<file path="config.mk">
export PLATFORM = sky130hd
export DESIGN_NAME = qaar_sqrt_cell
export DESIGN_NICKNAME = d
export VERILOG_FILES = /design/src/rtl/core/quaternion_axis_angle_rotate_macros.svh /design/src/rtl/core/qaar_pkg.sv /design/src/rtl/core/qaar_sqrt_cell.sv
export SDC_FILE = /design/constraint.sdc
export NUM_CORES = 1
export LEC_CHECK = 0
export BUFFER_PORTS_ARGS = -buffer_cell sky130_fd_sc_hd__buf_2
export CAP_MARGIN = 10
export CORE_MARGIN = 2
export CORE_UTILIZATION = 49
export DETAILED_ROUTE_END_ITERATION = 6
export PLACE_DENSITY_LB_ADDON = 0.1
export SYNTH_ARGS = -nofsm -noshare
export SYNTH_HDL_FRONTEND = slang
export SYNTH_SLANG_ARGS = --single-unit
</file>
<file path="constraint.sdc">
create_clock -name clk -period 3.3 [get_ports clk]
set_clock_uncertainty 0.15 [all_clocks]
set_input_delay 0 -clock clk [delete_from_list [all_inputs] [get_ports clk]]
set_output_delay 0 -clock clk [all_outputs]
set_load 0.01 [all_outputs]
</file>
<file path="src/rtl/core/quaternion_axis_angle_rotate_macros.svh">
`ifndef QUATERNION_AXIS_ANGLE_ROTATE_MACROS_SVH
`define QUATERNION_AXIS_ANGLE_ROTATE_MACROS_SVH

// same-cycle implication, quiet during reset
`define QAAR_CHECK_NOW(lbl, ante, cons, msg) \
  lbl: assert property (@(posedge clk) disable iff (!rst_n) (ante) |-> (cons)) \
    else $error(msg);

// next-cycle implication, quiet during reset
`define QAAR_CHECK_NEXT(lbl, ante, cons, msg) \
  lbl: assert property (@(posedge clk) disable iff (!rst_n) (ante) |=> (cons)) \
    else $error(msg);

`endif

</file>
<file path="src/rtl/core/qaar_pkg.sv">
package qaar_pkg;

  // taylor series: terms after the first, and register stages per term
  localparam int TAY_STEPS = 10;
  localparam int TAY_LAT   = 3;
  // result bits of the square root and of the axis divider
  localparam int SQ_BITS   = 30;
  localparam int DIV_BITS  = 30;

  // per-term divisors: (2k)(2k+1) for sine, (2k-1)(2k) for cosine
  localparam logic [8:0] SIN_DIV [TAY_STEPS] = '{
    9'd6, 9'd20, 9'd42, 9'd72, 9'd110, 9'd156, 9'd210, 9'd272, 9'd342, 9'd420
  };
  localparam logic [8:0] COS_DIV [TAY_STEPS] = '{
    9'd2, 9'd12, 9'd30, 9'd56, 9'd90, 9'd132, 9'd182, 9'd240, 9'd306, 9'd380
  };

  // floor(2^32 / d), the quotient estimate is then low by at most one
  localparam logic [31:0] SIN_RECIP [TAY_STEPS] = '{
    32'(64'h1_0000_0000 / 64'd6),   32'(64'h1_0000_0000 / 64'd20),
    32'(64'h1_0000_0000 / 64'd42),  32'(64'h1_0000_0000 / 64'd72),
    32'(64'h1_0000_0000 / 64'd110), 32'(64'h1_0000_0000 / 64'd156),
    32'(64'h1_0000_0000 / 64'd210), 32'(64'h1_0000_0000 / 64'd272),
    32'(64'h1_0000_0000 / 64'd342), 32'(64'h1_0000_0000 / 64'd420)
  };
  localparam logic [31:0] COS_RECIP [TAY_STEPS] = '{
    32'(64'h1_0000_0000 / 64'd2),   32'(64'h1_0000_0000 / 64'd12),
    32'(64'h1_0000_0000 / 64'd30),  32'(64'h1_0000_0000 / 64'd56),
    32'(64'h1_0000_0000 / 64'd90),  32'(64'h1_0000_0000 / 64'd132),
    32'(64'h1_0000_0000 / 64'd182), 32'(64'h1_0000_0000 / 64'd240),
    32'(64'h1_0000_0000 / 64'd306), 32'(64'h1_0000_0000 / 64'd380)
  };

  // taylor cell link: squared half angle, current term, running sum (q28)
  typedef struct packed {
    logic signed [31:0] t2;
    logic signed [30:0] term;
    logic signed [31:0] acc;
  } tay_t;

  // square root cell link: radicand bits still to consume, remainder, root
  typedef struct packed {
    logic [59:0]         rad;
    logic [30:0]         rem;
    logic [SQ_BITS-1:0]  root;
  } sq_t;

  // divider cell link: dividend bits still to consume, remainder, quotient, divisor
  typedef struct packed {
    logic [DIV_BITS-1:0] num;
    logic [DIV_BITS-1:0] rem;
    logic [DIV_BITS-1:0] quo;
    logic [DIV_BITS-1:0] den;
  } dv_t;

endpackage

</file>
<file path="src/rtl/core/qaar_sqrt_cell.sv">
module qaar_sqrt_cell (
  input  logic          clk,
  input  logic          en,
  input  qaar_pkg::sq_t sq_i,
  output qaar_pkg::sq_t sq_o
);
  import qaar_pkg::*;

  logic [32:0]        rem_sh;
  logic [32:0]        trial;
  logic               ge;
  logic [32:0]        rem_dif;
  sq_t                sq_r;

  // bring down two radicand bits, try root*4+1
  assign rem_sh  = {sq_i.rem, sq_i.rad[59:58]};
  assign trial   = {1'b0, sq_i.root, 2'b01};
  assign ge      = (rem_sh >= trial);
  assign rem_dif = rem_sh - trial;

  always_ff @(posedge clk) begin
    if (en) begin
      sq_r.rad  <= {sq_i.rad[57:0], 2'b00};
      sq_r.rem  <= ge ? rem_dif[30:0] : rem_sh[30:0];
      sq_r.root <= {sq_i.root[SQ_BITS-2:0], ge};
    end
  end

  assign sq_o = sq_r;

endmodule

</file>
**Word-level counts from Yosys, hierarchy flattened**

Cells that the tools add are included.

- Register bits after elaboration: 119
- Bits in latches: 0
- Memory bits (writable): 0
- Memory bits (read-only): 0
- Input bits: 123
- Output and inout port bits: 121
- Logic and storage cells: 6
- Memories: 0

- Add/subtract/negate cells: 1
- Multiply operators: 0
- Divide/modulo/power cells: 0
- $lt $le $gt $ge: 1
- Equality and inequality tests: 0
- Shift-type cells: 0
- Mux-type cells: 1
- Bitwise gates (word level): 0
- Reduce and logical (&&, ||, !) cells: 0

Operators by type and width:

| kind | count |
|---|---|
| 33-bit by 32-bit greater-or-equal comparator with 1-bit output | 1 |
| 31-bit two-way mux | 1 |
| 31-bit subtractor | 1 |

**Depth between registers and ports, before layout**

- Depth after elaboration: 2
- Gate-level depth with buffers: 12
- Gate-level depth less buffers: 10

**Worst setup path after synthesis**

OpenSTA, ideal clock, no wires.

- Path kind: input to register
- From: in sq_i[21] in the netlist's numbering
- To: reg sq_r, in the netlist sq_o[32] (data pin)
- Library setup time: 260 ps
- Arrival time: 2183 ps
- Data required time: 2890 ps
- Slack: 707 ps
- Stages: 11
- Buffers on the path: 2
- Cell sequence: inv_1 -> ha_1 -> buf_2 -> a21o_1 -> a31o_1 -> a221o_1 -> a41o_1 -> o21ai_2 -> a31oi_4 -> buf_6 -> mux2_4

- Cells in the longest elaborated chain, start to end: 2

RTL lines:

| what | line | text |
|---|---|---|
| start, declared | qaar_sqrt_cell.sv:4 | `input qaar_pkg::sq_t sq_i,` |
| 33-bit by 32-bit greater-or-equal comparator with 1-bit output | qaar_sqrt_cell.sv:18 | `assign ge = (rem_sh >= trial);` |
| 31-bit two-way mux | qaar_sqrt_cell.sv:24 | `sq_r.rem <= ge ? rem_dif[30:0] : rem_sh[30:0];` |
| end, declared | qaar_sqrt_cell.sv:13 | `sq_t sq_r;` |

Every way passes these cells.
A chain may end at the register's enable or synchronous reset.

**Worst setup path in the final report**

- From: in sq_i[18] in the netlist's numbering
- To: reg sq_r, in the netlist sq_o[32] (data pin)

Same word-level chain as after synthesis.

==> qor.log <==
[layout] nets 971
[synth] count of flip-flops with a built-in enable after synthesis 119
[power] overall power consumption 4.63 mW
[power] maximum vdd drop 271 uV
[global_routing] initial antenna violation count 0
[floorplanning] height of the chip 114 um
[routing] number of DRC violations after detailed-routing iteration 0 329
[clocking] clock-pin slew on the worst setup and hold paths 0.05 ns
[synth] sequential fraction of the synthesis area 59.7%
[synth] top-count cell post-synth edfxtp_1
[timing] fin crit share 94.7%
[synth] average cell area after synthesis 13.3 sq um
[layout] Synth-to-Final Area Change 51.7%
[global_routing] total track usage 27.1%
[timing] setup repair after global routing missed its margin false
[global_routing] via count of the first global-routing pass 5208
[synth] count of warnings emitted by yosys 0
[setup_path] required time of the worst setup path 3.31 ns
[clocking] CTS tree built
[synth] Gate Count Post-Synth 448
[routing] wire length after detailed routing 17.9 mm
[setup_path] cells traversed along the worst timing path dlygate4sd3_1 -> buf_2 -> inv_1 -> ha_1 -> nand2_1 -> nor2_1 -> nand4_1 -> a211oi_1 -> o21ai_2 -> a31oi_4 -> buf_4 -> mux2_4
[global_routing] Overflow after GRT 0
[clocking] Root Buffer clkbuf_16
[placement] hpwl dp 11.7 mm
[synth] post-synthesis cell type count 52
[layout] share of the core filled with cells in the final layout 75.9%
[power] Static Leak 4.10 nW
[floorplanning] starting density of the core 50.0%
[placement] gp weighted congestion 0.907
[timing] total of endpoints with negative setup slack in the final report 0
[timing] count of final hold-check violations 0
[routing] Routed Antenna Nets 0
[timing] Tightest Pin Transition 0.713 ns
[worst_hold_path] hold-critical path endpoint sq_o[27]$_DFFE_PP_
[worst_hold_path] start point of the worst hold path en
[run] # Max-Cap Violations 0
[timing] final slew viol count 0
[setup_path] CP peak stage delay 0.53 ns
[routing] Vias per Instance 5.22
[routing] vias post-DR 5089
[setup_path] highest net fanout along the worst path 13
[global_routing] first-pass GRT wire length 26.7 mm
[timing] min Tclk post-route 3.13 ns
[clocking] number of buffers added by the clock tree synthesis step 17
[clocking] Post-CTS Repair Setup Buffers 0
[layout] Design Area, Final 0.00907 sq mm
[synth] leading area contributor after synthesis edfxtp_1
[floorplanning] placeable core region 0.0120 sq mm
[setup_path] Critical Setup Path Class input pin to register
[layout] ratio of cells with drive above 1 in the final layout 37.6%
[setup_path] Setup crit end kind register
[layout] post-layout instance count excluding filler cells 975
[routing] drt wl/cell 18.3 um
[status] status completed
[worst_hold_path] classification of the worst-slack hold path input pin to register
[clocking] maximum clock insertion buffer count 2
[floorplanning] Die Outline Area 0.0131 sq mm
[setup_path] data arrival time of the critical path 3.14 ns
[global_routing] largest net degree at the start of global routing 70
[floorplanning] I/O Pins 244
[synth] area fraction of the dominant cell type after synthesis 59.7%
[synth] leading post-synthesis cells by cell area edfxtp_1 (60%), mux2_4 (6.8%), ha_1 (6.7%)
[synth] Synth Register Bits 119
[layout] number of flip-flops under the largest register name 119
[layout] diodes inserted 0
[placement] placed cell areas 0.00734 sq mm
[routing] count of TritonRoute iterations in the first routing pass 6
[synth] synthesized cell area 0.00598 sq mm
[worst_hold_path] Hold Crit Depth 1
[floorplanning] FP Rows 40
[timing] Fin Setup TNS 0 ns
[clocking] total clock sinks 119
[synth] top cells by count, synth edfxtp_1 (119), inv_1 (38), ha_1 (32)
[power] Pwr Density 511 mW/mm^2
[floorplanning] width of the die 114 um
[clocking] CTS H-Tree Depth 4
[synth] Post-synth top flop edfxtp_1
[placement] # port buffers 241
[timing] Worst slew margin 52.4%
[placement] number of instances in the placed design 826
[routing] final routed DRC violation total 0
[setup_path] library cell contributing the largest single delay on the critical path dlygate4sd3_1
[setup_path] type of element launching the critical path input pin
[timing] f_max 320 MHz
[synth] Synth async-reset ratio 0%
[per-stage QoR]
| step | setup WS [ns] | hold slack, ns |
|---|---|---|
| 2_1_floorplan | 0.707 | -0.0511 |
| 3_3_place_gp | 0.310 | 0.0275 |
| 3_5_place_dp | 0.295 | 0.0282 |
| 4_1_cts | 0.170 | 0.0178 |
| 5_1_grt | 0.0240 | 0.0326 |
| 6_report | 0.173 | 0.00722 |
[worst max path at each step]
stage / from / to / slack (ns)
after floorplan: sq_i[21] / sq_o[32]$_DFFE_PP_ / 0.71
after global placement: sq_i[20] / sq_o[35]$_DFFE_PP_ / 0.31
after detailed placement: sq_i[21] / sq_o[32]$_DFFE_PP_ / 0.29
after CTS: sq_i[21] / sq_o[32]$_DFFE_PP_ / 0.17
after global routing: sq_i[42] / sq_o[48]$_DFFE_PP_ / 0.02
final: sq_i[18] / sq_o[32]$_DFFE_PP_ / 0.17
[power by group]
group / internal [mW] / switching (mW) / leakage (nW) / total (mW)
sequential: 1.85 / 0.0407 / 1.16 / 1.89
clock: 1.02 / 0.671 / 0.256 / 1.69
combinational: 0.523 / 0.524 / 2.68 / 1.05
[logic make-up after synthesis]
family                   share of synthesized area (%)
buffers and inverters                             4.08
AND/OR/NAND/NOR                                   7.05
other                                           0.0627
multiplexers                                      7.30
adder cells (fa/ha/maj)                           6.69
AO/OA/AOI/OAI                                     11.0
XOR/XNOR                                          4.10
flip-flops                                        59.7
[metal layers]
metal / part of all wire (%) / GRT usage (%) / vias up
li1: - / - / 2411
met1: 39 / 30.6 / 2409
met2: 50 / 47.3 / 224
met3: 7.0 / 7.15 / 45
met4: 4.0 / 13.9 / 0
met5: 0 / 0 / -
[worst max-delay path: cells and delay by family]
family / cells / cell delay [ns]
and+or+nand+nor: 3 / 0.67
adders and majority gates: 1 / 0.39
buffers and inverters: 4 / 1.01
AOI/OAI and AO/OA: 3 / 0.74
muxes: 1 / 0.33
[area by class of cell]
class / count / area [sq um]
Sequential cell: 119 / 3570
Fill cell: 758 / 2890
Timing Repair Buffer: 366 / 2450
Multi-Input combinational cell: 274 / 2180
Clock buffer: 18 / 429
Tap cell: 147 / 184
Inverter: 38 / 143
Clock inverter: 13 / 106
[cells in the final DEF (no fill, tap or decap), drive strengths merged, types with 2 or more instances in the layout]
master,netlist,layout
buf,8,248
edfxtp,119,119
dlygate4sd3,0,118
inv,38,40
ha,32,32
a21oi,28,28
mux2,28,28
nand2,24,24
xnor2,20,20
clkbuf,10,18
o21ai,17,17
nor2,16,16
a21o,15,15
nor3,8,8
xor2,8,8
nand3,7,7
nand4,7,7
o211ai,6,6
clkinv,0,6
nand2b,5,5
nor2b,4,4
clkinvlp,0,4
a31oi,4,4
nor4,4,4
o21a,3,3
o21bai,3,3
a211oi,3,3
and3,2,2
a211o,2,2
a31o,2,2
a41o,2,2
a2111o,2,2
mux2i,2,2
or3,2,2
and4,2,2
conb,1,2
[repair_timing]
action                     4_1_cts  5_1_grt
setup endpoints to repair        0       28
resized for setup                0        3
hold endpoints to repair       118        0
hold buffers                   118        0
Note: power is estimated with default switching activity, not from simulation.
