<file path="src/rtl/core/quaternion_axis_angle_rotate_macros.svh">
`ifndef QUATERNION_AXIS_ANGLE_ROTATE_MACROS_SVH
`define QUATERNION_AXIS_ANGLE_ROTATE_MACROS_SVH

// same-cycle implication, quiet during reset
`define QAAR_CHECK_NOW(lbl, ante, cons, msg) \
  lbl: assert property (@(posedge clk) disable iff (!rst_n) (ante) |-> (cons)) \
    else $error(msg);

// next-cycle implication, quiet during reset
`define QAAR_CHECK_NEXT(lbl, ante, cons, msg) \
  lbl: assert property (@(posedge clk) disable iff (!rst_n) (ante) |=> (cons)) \
    else $error(msg);

`endif

</file>
<file path="src/rtl/core/qaar_pkg.sv">
package qaar_pkg;

  // taylor series: terms after the first, and register stages per term
  localparam int TAY_STEPS = 10;
  localparam int TAY_LAT   = 3;
  // result bits of the square root and of the axis divider
  localparam int SQ_BITS   = 30;
  localparam int DIV_BITS  = 30;

  // per-term divisors: (2k)(2k+1) for sine, (2k-1)(2k) for cosine
  localparam logic [8:0] SIN_DIV [TAY_STEPS] = '{
    9'd6, 9'd20, 9'd42, 9'd72, 9'd110, 9'd156, 9'd210, 9'd272, 9'd342, 9'd420
  };
  localparam logic [8:0] COS_DIV [TAY_STEPS] = '{
    9'd2, 9'd12, 9'd30, 9'd56, 9'd90, 9'd132, 9'd182, 9'd240, 9'd306, 9'd380
  };

  // floor(2^32 / d), the quotient estimate is then low by at most one
  localparam logic [31:0] SIN_RECIP [TAY_STEPS] = '{
    32'(64'h1_0000_0000 / 64'd6),   32'(64'h1_0000_0000 / 64'd20),
    32'(64'h1_0000_0000 / 64'd42),  32'(64'h1_0000_0000 / 64'd72),
    32'(64'h1_0000_0000 / 64'd110), 32'(64'h1_0000_0000 / 64'd156),
    32'(64'h1_0000_0000 / 64'd210), 32'(64'h1_0000_0000 / 64'd272),
    32'(64'h1_0000_0000 / 64'd342), 32'(64'h1_0000_0000 / 64'd420)
  };
  localparam logic [31:0] COS_RECIP [TAY_STEPS] = '{
    32'(64'h1_0000_0000 / 64'd2),   32'(64'h1_0000_0000 / 64'd12),
    32'(64'h1_0000_0000 / 64'd30),  32'(64'h1_0000_0000 / 64'd56),
    32'(64'h1_0000_0000 / 64'd90),  32'(64'h1_0000_0000 / 64'd132),
    32'(64'h1_0000_0000 / 64'd182), 32'(64'h1_0000_0000 / 64'd240),
    32'(64'h1_0000_0000 / 64'd306), 32'(64'h1_0000_0000 / 64'd380)
  };

  // taylor cell link: squared half angle, current term, running sum (q28)
  typedef struct packed {
    logic signed [31:0] t2;
    logic signed [30:0] term;
    logic signed [31:0] acc;
  } tay_t;

  // square root cell link: radicand bits still to consume, remainder, root
  typedef struct packed {
    logic [59:0]         rad;
    logic [30:0]         rem;
    logic [SQ_BITS-1:0]  root;
  } sq_t;

  // divider cell link: dividend bits still to consume, remainder, quotient, divisor
  typedef struct packed {
    logic [DIV_BITS-1:0] num;
    logic [DIV_BITS-1:0] rem;
    logic [DIV_BITS-1:0] quo;
    logic [DIV_BITS-1:0] den;
  } dv_t;

endpackage

</file>
<file path="src/rtl/core/qaar_div_cell.sv">
module qaar_div_cell (
  input  logic          clk,
  input  logic          en,
  input  qaar_pkg::dv_t dv_i,
  output qaar_pkg::dv_t dv_o
);
  import qaar_pkg::*;

  logic [DIV_BITS:0] rem_sh;
  logic [DIV_BITS:0] rem_dif;
  logic              ge;
  dv_t               dv_r;

  // restoring step, one quotient bit
  assign rem_sh  = {dv_i.rem, dv_i.num[DIV_BITS-1]};
  assign rem_dif = rem_sh - {1'b0, dv_i.den};
  assign ge      = (rem_sh >= {1'b0, dv_i.den});

  always_ff @(posedge clk) begin
    if (en) begin
      dv_r.num <= {dv_i.num[DIV_BITS-2:0], 1'b0};
      dv_r.rem <= ge ? rem_dif[DIV_BITS-1:0] : rem_sh[DIV_BITS-1:0];
      dv_r.quo <= {dv_i.quo[DIV_BITS-2:0], ge};
      dv_r.den <= dv_i.den;
    end
  end

  assign dv_o = dv_r;

endmodule

</file>
<file path="config.mk">
export PLATFORM = sky130hd
export DESIGN_NAME = qaar_div_cell
export DESIGN_NICKNAME = d
export VERILOG_FILES = /design/src/rtl/core/quaternion_axis_angle_rotate_macros.svh /design/src/rtl/core/qaar_pkg.sv /design/src/rtl/core/qaar_div_cell.sv
export SDC_FILE = /design/constraint.sdc
export NUM_CORES = 1
export LEC_CHECK = 0
export BUFFER_PORTS_ARGS = -buffer_cell sky130_fd_sc_hd__buf_2
export CAP_MARGIN = 10
export CORE_MARGIN = 1.5
export CORE_UTILIZATION = 52
export DETAILED_ROUTE_END_ITERATION = 12
export GPL_ROUTABILITY_DRIVEN = 0
export PLACE_DENSITY = 0.85
export SYNTH_ARGS = -nofsm -noshare
export SYNTH_HDL_FRONTEND = slang
export SYNTH_SLANG_ARGS = --single-unit
</file>
<file path="constraint.sdc">
create_clock -name clk -period 3.6 [get_ports clk]
set_input_delay 0 -clock clk [delete_from_list [all_inputs] [get_ports clk]]
set_output_delay 0 -clock clk [all_outputs]
set_load 0.01 [all_outputs]
</file>
# == Yosys cells after proc, flatten, opt, wreduce, memory -nomap -nowiden ==
# Index checks and enable logic that the tools add are counted.
# totals
input_bits,122
regBits,119
wordCells,7
out_inout_bits,120
# op_classes
mux,1
addsub,1
magnitude_cmp,1
# ops
cell,count
greater-or-equal comparator 31 x 30 -> 1 bit,1
2-to-1 mux 30 bit,1
subtractor 30 bit,1

# == Longest topological paths before layout ==
# Gate-level depths: netlist of run 1.
# depth
depth_word,2
ltp_mapped,13
mapped_depth_nobuf,11

# == Worst setup path after synthesis of run 1 ==
# Ideal clock, no wire load.
# synth_path
kind,input to register
from,input dv_i[119] (netlist name)
to,"register dv_r, in the netlist dv_o[84], data pin"
path_slack_ns,1.234
required_time_ns,3.343
t_arrival_ns,2.109
path_buffers,0
path_stages,11
setup_time_ns,0.257
path_cell_list,inv_1 > ha_1 > fa_1 > nor2b_4 > o31a_1 > o21ai_2 > a2111oi_2 > o2111ai_2 > a21oi_1 > nand4_1 > a32o_1
# synth_via
elab_chain_len,2
elab_cells_between_ends,3
classes_between,1 x add/sub; 1 x order compare; 1 x mux
# synth_rtl
element,line_no,text
"start, declared",qaar_div_cell.sv:4,"input qaar_pkg::dv_t dv_i,"
subtractor 30 bit / greater-or-equal comparator 31 x 30 -> 1 bit (equally long branches),"qaar_div_cell.sv:16, qaar_div_cell.sv:17",
2-to-1 mux 30 bit *,qaar_div_cell.sv:22,dv_r.rem <= ge ? rem_dif[DIV_BITS-1:0] : rem_sh[DIV_BITS-1:0];
"end, declared",qaar_div_cell.sv:12,dv_t dv_r;
# Mark *: on every way between the ends. The rest lies on a longest branch, timed or not.
# A chain may end at the register's enable or synchronous reset.

# == Worst setup path in the final report of run 1 ==
# Ends and elaborated chain as after synthesis.

==> qor.yml, run 1 <==
leakagePower_nw: 3.97
slew_headroom: 0.375
timing.final.hold_violations: 0
yosys-mux-area-fraction: 0.00360
critPathCaptureType: "flop"
ys_seq_area_frac: 0.605
largest_reg_flops: 119
clock-sinks: 119
cts_inserted_buffers: 17
power_frac_comb: 0.204
cap_violations: 0
finalSetupViolCount: 0
synth_area_leader_cell: "edfxtp_1"
die_h_um: 110
drv_slew: 0
cts-hold-fix-buffers: 118
pwr-share-clk: 0.401
port_buffers: 239
synth_xor_area_frac: 0.0341
boundaryPins: 242
critical_path_class: "input pin to flop"
synth.avg_cell_area_um2: 12.6
first_pass_iters: 6
area.growth.synth_to_final_pct: 51.3
via_count: 5623
layout.cells.non_filler: 985
pwr-share-seq: 0.396
syn-num-nets: 621
synth_top_family_by_area: "compound AO/OA/AOI/OAI gates"
netlist_area_mm2: 0.00591
fin_util: 0.817
cts.htree.levels: 4
p_switching_w: 0.00124
core_mm2: 0.0109
nFillCells: 587
grt_pass1_wl_um: 31200
min_period_ps: 3030
vdd_drop_max_uv: 348
rsz0062_at_grt: "no"
place_hpwl_um: 11800
drt_iter0_drc: 711
wire_per_inst_um: 21.6
root_buffer: "clkbuf_16"
ys_top_cells_by_area: "edfxtp_1 (61%), ha_1 (6.4%), nand2_1 (3.0%)"
cp.required_ps: 3780
p_int_w: 0.00318
synth.distinct_cells: 70
fin_nets: 983
grt_max_degree: 72
synthAdderAreaFrac: 0.0669
tns_ps: 0
hold_path_class: "input pin to flop"
synth_cells: 468
drive_above_1_share: 0.352
swShare: 0.280
critPathLaunchType: "input pin"
hold_slack_ps: 246
synth_compound_area_frac: 0.149
cts_buffer_depth: 2
cts_setup_buffers: 0
crit_arrival_ps: 3210
synth-simple-area-share: 0.0873
synth_edf_count: 119
ys_ff_latch: 119
ant_nets: 0
rows: 38
start_util: 0.540
die-area_mm2: 0.0120
fin_crit_sh: 0.841
yosys-top-cells-count: "edfxtp_1 (119), nand2_1 (47), inv_1 (39)"
antenna_found_initial: 1
yosys.area.top_type_share: 0.605
design_power_total_w: 0.00441
grt_usage: 0.359
fmax_mhz: 330
remaining_drc_errors: 0
cts.clk_slew.worst_paths_ps: 60
powerDensity_mw_per_mm2: 494
crit_fanout: 4
grt_pass1_vias: 5669
synth_most_common_cell: "edfxtp_1"
tightest_slew_ps: 937
dp.cells: 833
cts_tree: "done"
yosysWarnings: 0
status: "complete, no violations"
vias_per_cell: 5.71
die_x_um: 110
post_cts_resized: 0
routed_wl_um: 21300
synthFlopType: "edfxtp_1"
async_flop_share: 0
grt_remaining_overflow: 0
[power by group through the flow]
| stage | sequential [W] | combinational [W] | clock (W) |
|---|---|---|---|
| after floorplan | 0.00183 | 0.000361 | 0 |
| after global placement | 0.00175 | 0.000716 | 0 |
| after detailed placement | 0.00176 | 0.000738 | 0 |
| after CTS | 0.00173 | 0.000848 | 0.00173 |
| after global routing | 0.00175 | 0.000964 | 0.00181 |
| final | 0.00175 | 0.000898 | 0.00177 |
[through the flow]
step / area, um2 / worst slack (ps)
final: 8930 / 572
after global routing: 8930 / 372
after CTS: 8930 / 613
after detailed placement: 7150 / 756
after global placement: 7150 / 799
after floorplan: 5910 / 1230
[cells in the final DEF, fill, tap and decap left out, types with 10 or more instances in the layout]
cell	synthesis	final
nand2_1	47	47
a21o_1	16	16
buf_2	2	238
o21ai_1	11	11
o21ai_0	32	32
xor2_1	12	12
nor2_1	10	10
clkbuf_16	0	17
dlygate4sd3_1	0	118
inv_1	39	39
xnor2_1	11	11
a21oi_1	28	28
edfxtp_1	119	119
ha_1	30	30
[worst max-delay path, stage by stage]
cell	delay, ps
dlygate4sd3_1	530
buf_2	120
inv_1	40
ha_1	190
fa_1	440
nor2b_4	140
o31a_1	220
o21ai_2	100
a2111oi_2	420
o2111ai_2	230
a21oi_1	380
nand4_1	150
a32o_1	230
[worst paths after layout]
kind,cells after the start,start,endpoint,slack [ps]
max,13,dv_i[119],dv_o[84]$_DFFE_PP_,570
min,1,en,dv_o[25]$_DFFE_PP_,250
[kinds of logic (layout without fill, tap and decap cells)]
group	count (synthesis)	after routing
compound gates	131	131
xor+xnor	23	23
fa+ha+maj	31	31
buf+inv	58	432
flops	119	119
mux	2	2
other cells	1	4
simple gates	103	103
[per-layer routing]
layer	track usage	vias to the layer above	part of all wire
met5	0	-	0
met4	0.245	0	0.065
met3	0.120	107	0.098
met2	0.576	442	0.48
met1	0.405	2598	0.36
li1	-	2476	-
[cell type report]
type,instances,area (um2),area share
Antenna cell,3,7.51,0.000840
Clock buffer,17,425,0.0476
Clock inverter,14,175,0.0196
Inverter,39,146,0.0164
Multi-Input combinational cell,291,2010,0.225
Sequential cell,119,3570,0.400
Tap cell,140,175,0.0196
Timing Repair Buffer,362,2420,0.271
(Power assumes the default switching activity.)
==> run 2, diff against run 1 <==
--- a/config.mk
+++ b/config.mk
@@ -8,10 +8,10 @@
 export BUFFER_PORTS_ARGS = -buffer_cell sky130_fd_sc_hd__buf_2
 export CAP_MARGIN = 10
 export CORE_MARGIN = 1.5
-export CORE_UTILIZATION = 52
+export CORE_UTILIZATION = 44
 export DETAILED_ROUTE_END_ITERATION = 12
 export GPL_ROUTABILITY_DRIVEN = 0
-export PLACE_DENSITY = 0.85
+export PLACE_DENSITY = 0.77
 export SYNTH_ARGS = -nofsm -noshare
 export SYNTH_HDL_FRONTEND = slang
 export SYNTH_SLANG_ARGS = --single-unit
==> constraint.sdc (replaced) <==
create_clock -name clk -period 2.61 [get_ports clk]
set_input_delay 0 -clock clk [delete_from_list [all_inputs] [get_ports clk]]
set_output_delay 0 -clock clk [all_outputs]
set_load 0.01 [all_outputs]
==> qor.yml, run 2 (synthesis results as in run 1) <==
status: "complete, no violations"
layout_common_cells: "buf_2 (238), edfxtp_1 (119), dlygate4sd3_1 (118), nand2_1 (47), inv_1 (38)"
slew_headroom: 0.565
finalSetupViolCount: 0
critPathCaptureType: "flop"
dp.cells: 896
critical_path_class: "input pin to flop"
cts_inserted_buffers: 17
clock-sinks: 119
critPathLaunchType: "input pin"
grt_max_degree: 72
antenna_found_initial: 0
crit_arrival_ps: 2690
vdd_drop_max_uv: 414
powerDensity_mw_per_mm2: 653
largest_reg_flops: 119
diodes: 0
timing.final.hold_violations: 0
drv_slew: 0
min_period_ps: 2530
root_buffer: "clkbuf_16"
cts.htree.levels: 4
hold_path_class: "input pin to flop"
cap_violations: 0
vias_per_cell: 5.17
final_common_cell: "buf_2"
grt_usage: 0.265
cts_buffer_depth: 2
start_util: 0.448
port_buffers: 239
cp.required_ps: 2770
cts_tree: "done"
area.growth.synth_to_final_pct: 57.5
die_x_um: 119
fin_nets: 1012
fin_crit_sh: 0.968
grt_pass1_wl_um: 28900
boundaryPins: 242
crit_fanout: 6
ant_nets: 0
grt_remaining_overflow: 0
startpoint: "dv_i[64]"
drt_iter0_drc: 461
core_mm2: 0.0132
die_h_um: 119
die-area_mm2: 0.0141
leakagePower_nw: 4.13
critPathCapture: "dv_o[76]$_DFFE_PP_"
routed_wl_um: 18900
layout.cells.non_filler: 1047
via_count: 5417
first_pass_iters: 6
cts.clk_slew.worst_paths_ps: 60
tightest_slew_ps: 652
drive_above_1_share: 0.387
fin_util: 0.705
remaining_drc_errors: 0
place_hpwl_um: 12400
fmax_mhz: 396
wire_per_inst_um: 18.0
rows: 42
grt_pass1_vias: 5525
## run 2: per-stage QoR
step	instance area, um2	power, W	worst slack (ps)	setup TNS, ps	hold slack [ps]
3_3_place_gp	7420	0.00347	-106	-169	177
2_1_floorplan	5910	0.00303	244	0	98.9
6_report	9300	0.00607	84.3	0	84.5
5_1_grt	9300	0.00629	-22.5	-59.5	87.3
3_5_place_dp	7420	0.00351	-238	-639	178
4_1_cts	9200	0.00602	15.2	0	69.2
## run 2: repair_timing
| action | in CTS | in global routing |
|---|---|---|
| hold endpoints to repair | 118 | 0 |
| setup endpoints to repair | 0 | 15 |
| setup buffers | 0 | 1 |
| gates resized for setup | 0 | 16 |
| hold buffers | 118 | 0 |
## run 2: layout make-up
class	instances	area (um2)
fillers	873	3890
repair buffers	391	2680
flip-flops and latches	119	3570
inverters	39	146
well taps	176	220
clock buffers	17	425
multi-input cells	291	2080
clock inverters	14	175
## run 2: worst min path at each step
stage,startpoint,cells after the start,end,slack [ps]
global placement,dv_i[43],1,dv_o[44]$_DFFE_PP_,180
global route,dv_i[0],3,dv_o[60]$_DFFE_PP_,90
finish,dv_i[0],3,dv_o[60]$_DFFE_PP_,80
CTS,dv_i[0],3,dv_o[60]$_DFFE_PP_,70
floorplan,dv_i[0],0,dv_o[0]$_DFFE_PP_,100
detailed placement,dv_i[102],1,dv_o[103]$_DFFE_PP_,180
## run 2: worst max-delay path, stage by stage
cell and delay [ps]:
dlygate4sd3_1 540, buf_2 140, ha_1 320, nand4_1 160, nor4_1 410, nand2_1 90
o311a_1 300, o211ai_2 110, a21oi_4 150, inv_2 130, mux2_2 330
## run 2: where the power goes
part	internal, W	total [W]	switching [W]
logic	0.000605	0.00129	0.000684
clock network	0.00150	0.00239	0.000890
registers	0.00234	0.00239	0.0000531
total	0.00444	0.00607	0.00163
## run 2: metal layers
layer  wire, um  vias to the layer above  GRT usage
li1           -                     2523          -
met1       7280                     2568      0.302
met2       9700                      278      0.483
met3       1400                       48     0.0670
met4        485                        0     0.0919
met5          0                        -          0
==> run 3, diff against run 2 <==
--- a/config.mk
+++ b/config.mk
@@ -11,7 +11,9 @@
 export CORE_UTILIZATION = 44
 export DETAILED_ROUTE_END_ITERATION = 12
 export GPL_ROUTABILITY_DRIVEN = 0
-export PLACE_DENSITY = 0.77
+export PLACE_DENSITY = 0.84
+export RECOVER_POWER = 100
 export SYNTH_ARGS = -nofsm -noshare
 export SYNTH_HDL_FRONTEND = slang
 export SYNTH_SLANG_ARGS = --single-unit
+export TNS_END_PERCENT = 5
==> qor.yml, run 3 (synthesis results as in run 1) <==
critical_path_class: "input pin to flop"
fmax_mhz: 397
remaining_drc_errors: 0
core_mm2: 0.0132
first_pass_iters: 5
vias_per_cell: 5.26
port_buffers: 239
powerDensity_mw_per_mm2: 665
diodes: 0
rows: 42
start_util: 0.448
place_area_mm2: 0.00749
tightest_slew_ps: 1830
cap_violations: 1
nFillCells: 983
cp.required_ps: 2790
die-area_mm2: 0.0141
vdd_drop_max_uv: 449
grt_max_degree: 67
finalSetupViolCount: 0
antenna_found_initial: 0
final_common_cell: "clkbuf_1"
die_h_um: 119
drt_iter0_drc: 529
hold_end: "dv_o[30]$_DFFE_PP_"
grt_pass1_wl_um: 30400
drive_above_1_share: 0.216
violations: "capacitance limit, slew limit"
slew_headroom: -0.218
die_x_um: 119
via_count: 5563
hold-path-cell-count: 4
critPathLaunchType: "input pin"
crit_fanout: 4
min_period_ps: 2520
grt_pass1_vias: 5616
grt_remaining_overflow: 0
hold_slack_ps: 116
fin_nets: 1021
status: "finished with violations"
hold_path_class: "input pin to flop"
ant_nets: 0
cts_tree: "done"
cts.htree.levels: 4
fin_crit_sh: 0.966
leakagePower_nw: 3.74
clock-sinks: 119
timing.final.hold_violations: 0
cts.clk_slew.worst_paths_ps: 60
hold_start: "dv_i[89]"
routed_wl_um: 20100
cts_buffer_depth: 2
preCtsSetupSlack_ps: -288
place_hpwl_um: 12400
area.growth.synth_to_final_pct: 54.7
layout_common_cells: "clkbuf_1 (153), edfxtp_1 (119), dlygate4sd3_1 (118), buf_2 (84), nand2_1 (46)"
worst_slack_ps: 89.4
grt_usage: 0.283
root_buffer: "clkbuf_16"
rsz0062_at_grt: "no"
drv_slew: 33
fin_area_mm2: 0.00913
crit_arrival_ps: 2700
critPathCaptureType: "flop"
largest_reg_flops: 119
wire_per_inst_um: 19.0
boundaryPins: 242
cts_inserted_buffers: 17
==> run 3: worst max-delay path, cell delays in order <==
cell	delay, ps
dlygate4sd3_1	530
buf_2	110
inv_1	50
ha_1	310
a21o_1	180
a21o_1	170
a21o_1	190
o2111ai_2	250
a21oi_2	140
or4_1	500
a32o_1	270
==> run 3: stage by stage <==
step / setup TNS, ps / util / instances / total power [W]
final: 0 / 0.692 / 1057 / 0.00607
after floorplan: 0 / - / 468 / 0.00303
after global routing: 0 / 0.692 / 1057 / 0.00628
after detailed placement: -1050 / 0.568 / 905 / 0.00352
after global placement: -209 / 0.568 / 905 / 0.00349
after CTS: 0 / 0.703 / 1055 / 0.00606
==> run 3: area by class of cell <==
class                      instances  area, um2  share of cell area
inverter                          39        146              0.0160
tap                              176        220              0.0241
timing repair buffer             400       2530               0.277
clock inverter                    15        176              0.0193
clock buffer                      17        425              0.0466
sequential                       119       3570               0.391
multi-input combinational        291       2060               0.225
==> run 3: what timing repair did <==
action / CTS / global route
endpoints found under the hold margin: 118 / 0
resized for setup: 0 / 15
hold buffers: 118 / 0
setup buffers: 0 / 1
setup endpoints to repair: 0 / 12
==> run 3: where the power goes <==
| group | total [W] | switching, W | internal, W | leakage, nW |
|---|---|---|---|---|
| Combinational | 0.00125 | 0.000701 | 0.000552 | 2.30 |
| Sequential | 0.00240 | 0.0000618 | 0.00234 | 1.16 |
| Clock | 0.00242 | 0.000918 | 0.00150 | 0.281 |
==> run 3: metal layers <==
metal,GRT usage,wire [um],vias up
li1,-,-,2538
met1,0.326,7710,2610
met2,0.493,9910,337
met3,0.0704,1490,78
met4,0.138,1010,0
met5,0,0,-
==> run 3: worst max path at each step <==
stage	from	to	depth (start not counted)
6_report	dv_i[9]	dv_o[84]$_DFFE_PP_	11
4_1_cts	dv_i[5]	dv_o[88]$_DFFE_PP_	14
3_5_place_dp	dv_i[119]	dv_o[84]$_DFFE_PP_	12
2_1_floorplan	dv_i[119]	dv_o[84]$_DFFE_PP_	11
3_3_place_gp	dv_i[119]	dv_o[84]$_DFFE_PP_	12
5_1_grt	dv_i[10]	dv_o[84]$_DFFE_PP_	11
